===== config.mk =====
export PLATFORM = sky130hd
export DESIGN_NAME = dwc_mac
export DESIGN_NICKNAME = d
export VERILOG_FILES = /design/src/hdl/dwc_mac.sv
export SDC_FILE = /design/constraint.sdc
export NUM_CORES = 1
export LEC_CHECK = 0
export BUFFER_PORTS_ARGS = -buffer_cell sky130_fd_sc_hd__buf_2
export CAP_MARGIN = 20
export CORE_MARGIN = 5
export CORE_UTILIZATION = 45
export DETAILED_ROUTE_END_ITERATION = 6
export MAX_ROUTING_LAYER = met4
export PLACE_DENSITY = 0.73
export SKIP_LAST_GASP = 1
export SLEW_MARGIN = 20
export SYNTH_ARGS = -nofsm -noshare
export SYNTH_HDL_FRONTEND = slang
export SYNTH_SLANG_ARGS = --single-unit

===== constraint.sdc =====
create_clock -name clk_i -period 11.8 [get_ports clk_i]
set_clock_uncertainty 0.05 [all_clocks]
set_input_delay 1.18 -clock clk_i [delete_from_list [all_inputs] [get_ports clk_i]]
set_output_delay 1.18 -clock clk_i [all_outputs]
set_load 0.005 [all_outputs]

===== src/hdl/dwc_mac.sv =====
`timescale 1ns / 1ps
// ----------------------------------------------------------------------------
// dwc_mac
// Registered multiply, then saturating accumulate of one tap.
// ----------------------------------------------------------------------------
module dwc_mac #(
  parameter int DATA_BITS = 16,
  parameter int ACC_BITS  = 40
) (
  input  logic                        clk_i,
  input  logic                        start_i,
  input  logic signed [ACC_BITS-1:0]  init_i,
  input  logic                        tap_i,
  input  logic signed [DATA_BITS-1:0] act_i,
  input  logic signed [DATA_BITS-1:0] wgt_i,
  output logic signed [ACC_BITS-1:0]  acc_o
);
  localparam int PB = 2 * DATA_BITS;
  localparam int SB = (PB > ACC_BITS ? PB : ACC_BITS) + 1;
  localparam logic signed [SB-1:0] AMAX = SB'(({ACC_BITS{1'b1}}) >> 1);
  localparam logic signed [SB-1:0] AMIN = -AMAX - SB'(1);

  logic signed [PB-1:0]       prod_q;
  logic                       pv_q;
  logic signed [ACC_BITS-1:0] acc_q, acc_d;
  logic signed [SB-1:0]       p_c, sum;

  always_comb begin
    p_c = SB'(prod_q);
    if (p_c > AMAX) p_c = AMAX;
    if (p_c < AMIN) p_c = AMIN;
    sum = SB'(acc_q) + p_c;
    if (sum > AMAX) sum = AMAX;
    if (sum < AMIN) sum = AMIN;
    acc_d = acc_q;
    if (pv_q) acc_d = ACC_BITS'(sum);
    if (start_i) acc_d = init_i;
  end

  always_ff @(posedge clk_i) begin
    prod_q <= PB'(act_i) * PB'(wgt_i);
    pv_q   <= tap_i;
    acc_q  <= acc_d;
  end

  assign acc_o = acc_q;
endmodule


==> flow_summary_export.csv <==
group,metric,value,unit
drt,vias,11000,
logic_synthesis,synth_commonest_cells,"inv_1 (308), fa_1 (263), nand2_1 (205)",
layout,multiInputGateArea,11300,um^2
drt,drt-pass1-iter-count,7,
logic_synthesis,synthTopCellsByArea,"fa_1 (36%), ha_1 (11%), edfxtp_1 (8.3%)",
global_routing,track_usage,0.210,
layout,area_growth,7.79,%
global_routing,grt_pass1_vias,11700,
logic_synthesis,yosysMostFrequentCell,"inv_1",
logic_synthesis,synth_top_area_share,0.362,
clocking,cts_made_buffers,9,
worst_setup_path,arrival,7.45,ns
floorplan,rows,65,
global_routing,grt_pass1_wl,60.2,mm
drt,vias_per_cell,5.36,
logic_synthesis,ys_warn_count,0,
floorplan,die_area,36000,um^2
logic_synthesis,syn_area_per_cell,9.17,um^2
job,maxCapViolCount,0,
clocking,cts_resized,0,
sta,setup_viol,0,
logic_synthesis,ys_async_sr_fraction,0,
drt,wl_per_cell,17.2,um
run_status,status,"completed",
floorplan,start_util,0.459,
clocking,post-cts-setup-buffers,0,
sta,layout_setup_ws,4.56,ns
global_routing,grt_max_degree,74,
layout,antennaDiodeCount,0,
layout,fillers,2933,
worst_hold_path,hp-class,"register to register",
logic_synthesis,syn-cell-area,14500,um^2
worst_setup_path,reg2reg_from,"acc_o[0]",
drt,drt_iter0_drc,624,
logic_synthesis,synth_nets,2051,
sta,hold_viol_final,0,
placed_design,dp_slack,4.20,ns
clocking,cts_tree,"done",
clocking,root_buffer,"clkbuf_16",
floorplan,die_y,190,um
layout,regArea,1860,um^2
worst_setup_path,cp-startpoint,"wgt_i[1]",
clocking,cts_hold_buffers,0,
placed_design,io_buffers,114,
sta,setup_tns,0,ns
worst_setup_path,cp_data_required_time,12.01,ns
drt,routed_wirelength,35.5,mm
worst_setup_path,reg2reg_depth,12,
logic_synthesis,synth_edf_count,40,
layout,drive_gt1_frac,0.0911,
worst_setup_path,worstPathMaxFanout,16,
worst_setup_path,timing.critical_path.mode_cell,"fa_1",
sta,maxSlewHeadroom,0.321,
worst_hold_path,min_path_cells,3,
worst_setup_path,cp_slowest_cell,"fa_1",
logic_synthesis,synth_cell_types,70,
drt,drc,0,
layout,fin_util,0.494,
worst_setup_path,crit_path_cell_trace,"buf_2 -> nand2_1 -> inv_1 -> fa_1 -> fa_1 -> inv_1 -> fa_1 -> inv_1 -> fa_1 -> fa_1 -> fa_1 -> ha_1 -> a2111oi_0 -> o21ai_1 -> o21a_1 -> and2_1 -> a2111o_1 -> nand2_1 -> o2111ai_1 -> a21oi_1 -> xnor2_1",
worst_setup_path,rr_endpoint,"acc_o[33]",
logic_synthesis,synthCells,1586,
sta,period_needed,7.24,ns
logic_synthesis,ys_seq_area_frac,0.128,
floorplan,core_area,31700,um^2
logic_synthesis,ys_ff_latch,73,
sta,rsz0062_at_grt,"no",
global_routing,antenna_found_initial,0,
worst_setup_path,max_stage_delay,0.88,ns
clocking,cts.sinks,73,
logic_synthesis,synthFlopType,"edfxtp_1",
sta,slew_viol_final,0,
global_routing,grt_overflow_total,0,
layout,final_nets,2117,
floorplan,die_w,190,um
clocking,htree_levels,3,
placed_design,place_congestion,0.908,
worst_setup_path,cp-end-kind,"register",
worst_setup_path,critPathKind,"primary input to register",
worst_hold_path,worstHoldStart,"prod_q[0]",
logic_synthesis,yosys.area.top_type,"fa_1",
placed_design,hpwl,29.2,mm
sta,fmax,138,MHz
sta,final.period_utilization,0.613,
clocking,clockBufferDepth,2,
floorplan,pin_count,115,
worst_setup_path,cp-start-kind,"primary input",
worst_hold_path,hold-path-endpoint,"acc_o[0]",
worst_setup_path,r2r_setup_slack,7.58,ns
clocking,clkLatencyLatePin,0.34,ns
drt,antenna_left,0,
sta,tightest_slew,1.02,ns
clocking,clkTransAtPathRegs,0.06,ns
flip-flops by register name, summed over array words and instances, names as in the netlist:
name and flops:
acc_o 40, prod_q 32, pv_q 1
worst max-delay path by stage:
stage                      end  slack (ns)  cells past startpoint
finish              prod_q[31]        4.56                     21
global route        prod_q[31]        4.06                     21
CTS                 prod_q[31]        4.54                     21
detailed placement  prod_q[31]        4.20                     21
global placement    prod_q[31]        4.37                     21
floorplan           prod_q[30]        4.69                     20
final cells by class:
type,instances,area share
clock buffer,13,0.0174
clock inverter,3,0.00287
inverter,308,0.0737
multi-input combinational,1145,0.718
sequential,73,0.119
tap,402,0.0321
timing repair buffer,115,0.0369
stage by stage:
stage / instance area (um^2) / hold WS [ns] / cells
after floorplan: 14500 / 0.609 / 1586
after global placement: 15400 / 0.670 / 2043
after detailed placement: 15400 / 0.681 / 2043
after CTS: 15700 / 0.713 / 2059
after global routing: 15700 / 0.758 / 2059
final: 15700 / 0.715 / 2059
layer usage:
metal | GRT usage | vias up | part of all wire
met5 | - | - | 0
met2 | 0.347 | 361 | 0.48
li1 | - | 5152 | -
met4 | 0.0378 | 0 | 0.012
met1 | 0.289 | 5492 | 0.45
met3 | 0.0207 | 39 | 0.057
critical path: cells and delay by family:
kind	cells	cell delay, ns
and+or+nand+nor	3	0.44
buffers and inverters	4	0.67
adders and majority gates	7	3.73
AOI/OAI and AO/OA	6	1.28
xor gates and xnor gates	1	0.14
logic make-up (layout without fill, tap and decap cells):
group	Yosys count	count (layout)	share of synthesized area
AO/OA/AOI/OAI	268	268	0.120
XOR/XNOR	71	71	0.0427
adder cells (fa/ha/maj)	390	390	0.471
buffers and inverters	368	439	0.0977
flip-flops	73	73	0.128
AND/OR/NAND/NOR	416	416	0.141
layout by cell type, fill, tap and decap left out, types with 2 or more instances in the layout:
master	instances
a21oi_1	95
xnor2_1	53
nor2_1	31
o21ai_0	32
or2_2	2
and3_1	5
a211o_1	2
a211oi_1	29
o21a_1	6
buf_2	114
nand3_1	10
or3_1	3
a2111o_1	2
o41ai_1	3
nor2b_1	10
dfxtp_1	33
nand2b_1	22
o21ai_1	15
ha_1	127
or4_1	2
a221oi_1	3
nor3_1	4
nand4_1	8
a31oi_1	12
a21o_1	21
a2111oi_0	2
nand2_1	205
a31o_2	3
and2_1	101
o31ai_1	2
fa_1	263
a21oi_2	2
inv_1	308
o211ai_1	9
xor2_1	18
clkbuf_16	10
edfxtp_1	40
o2111ai_1	3
o21bai_1	12
Power is left out: the tool's default activity adds up to more than one toggle a clock period on the data nets, which glitch-free logic cannot reach.
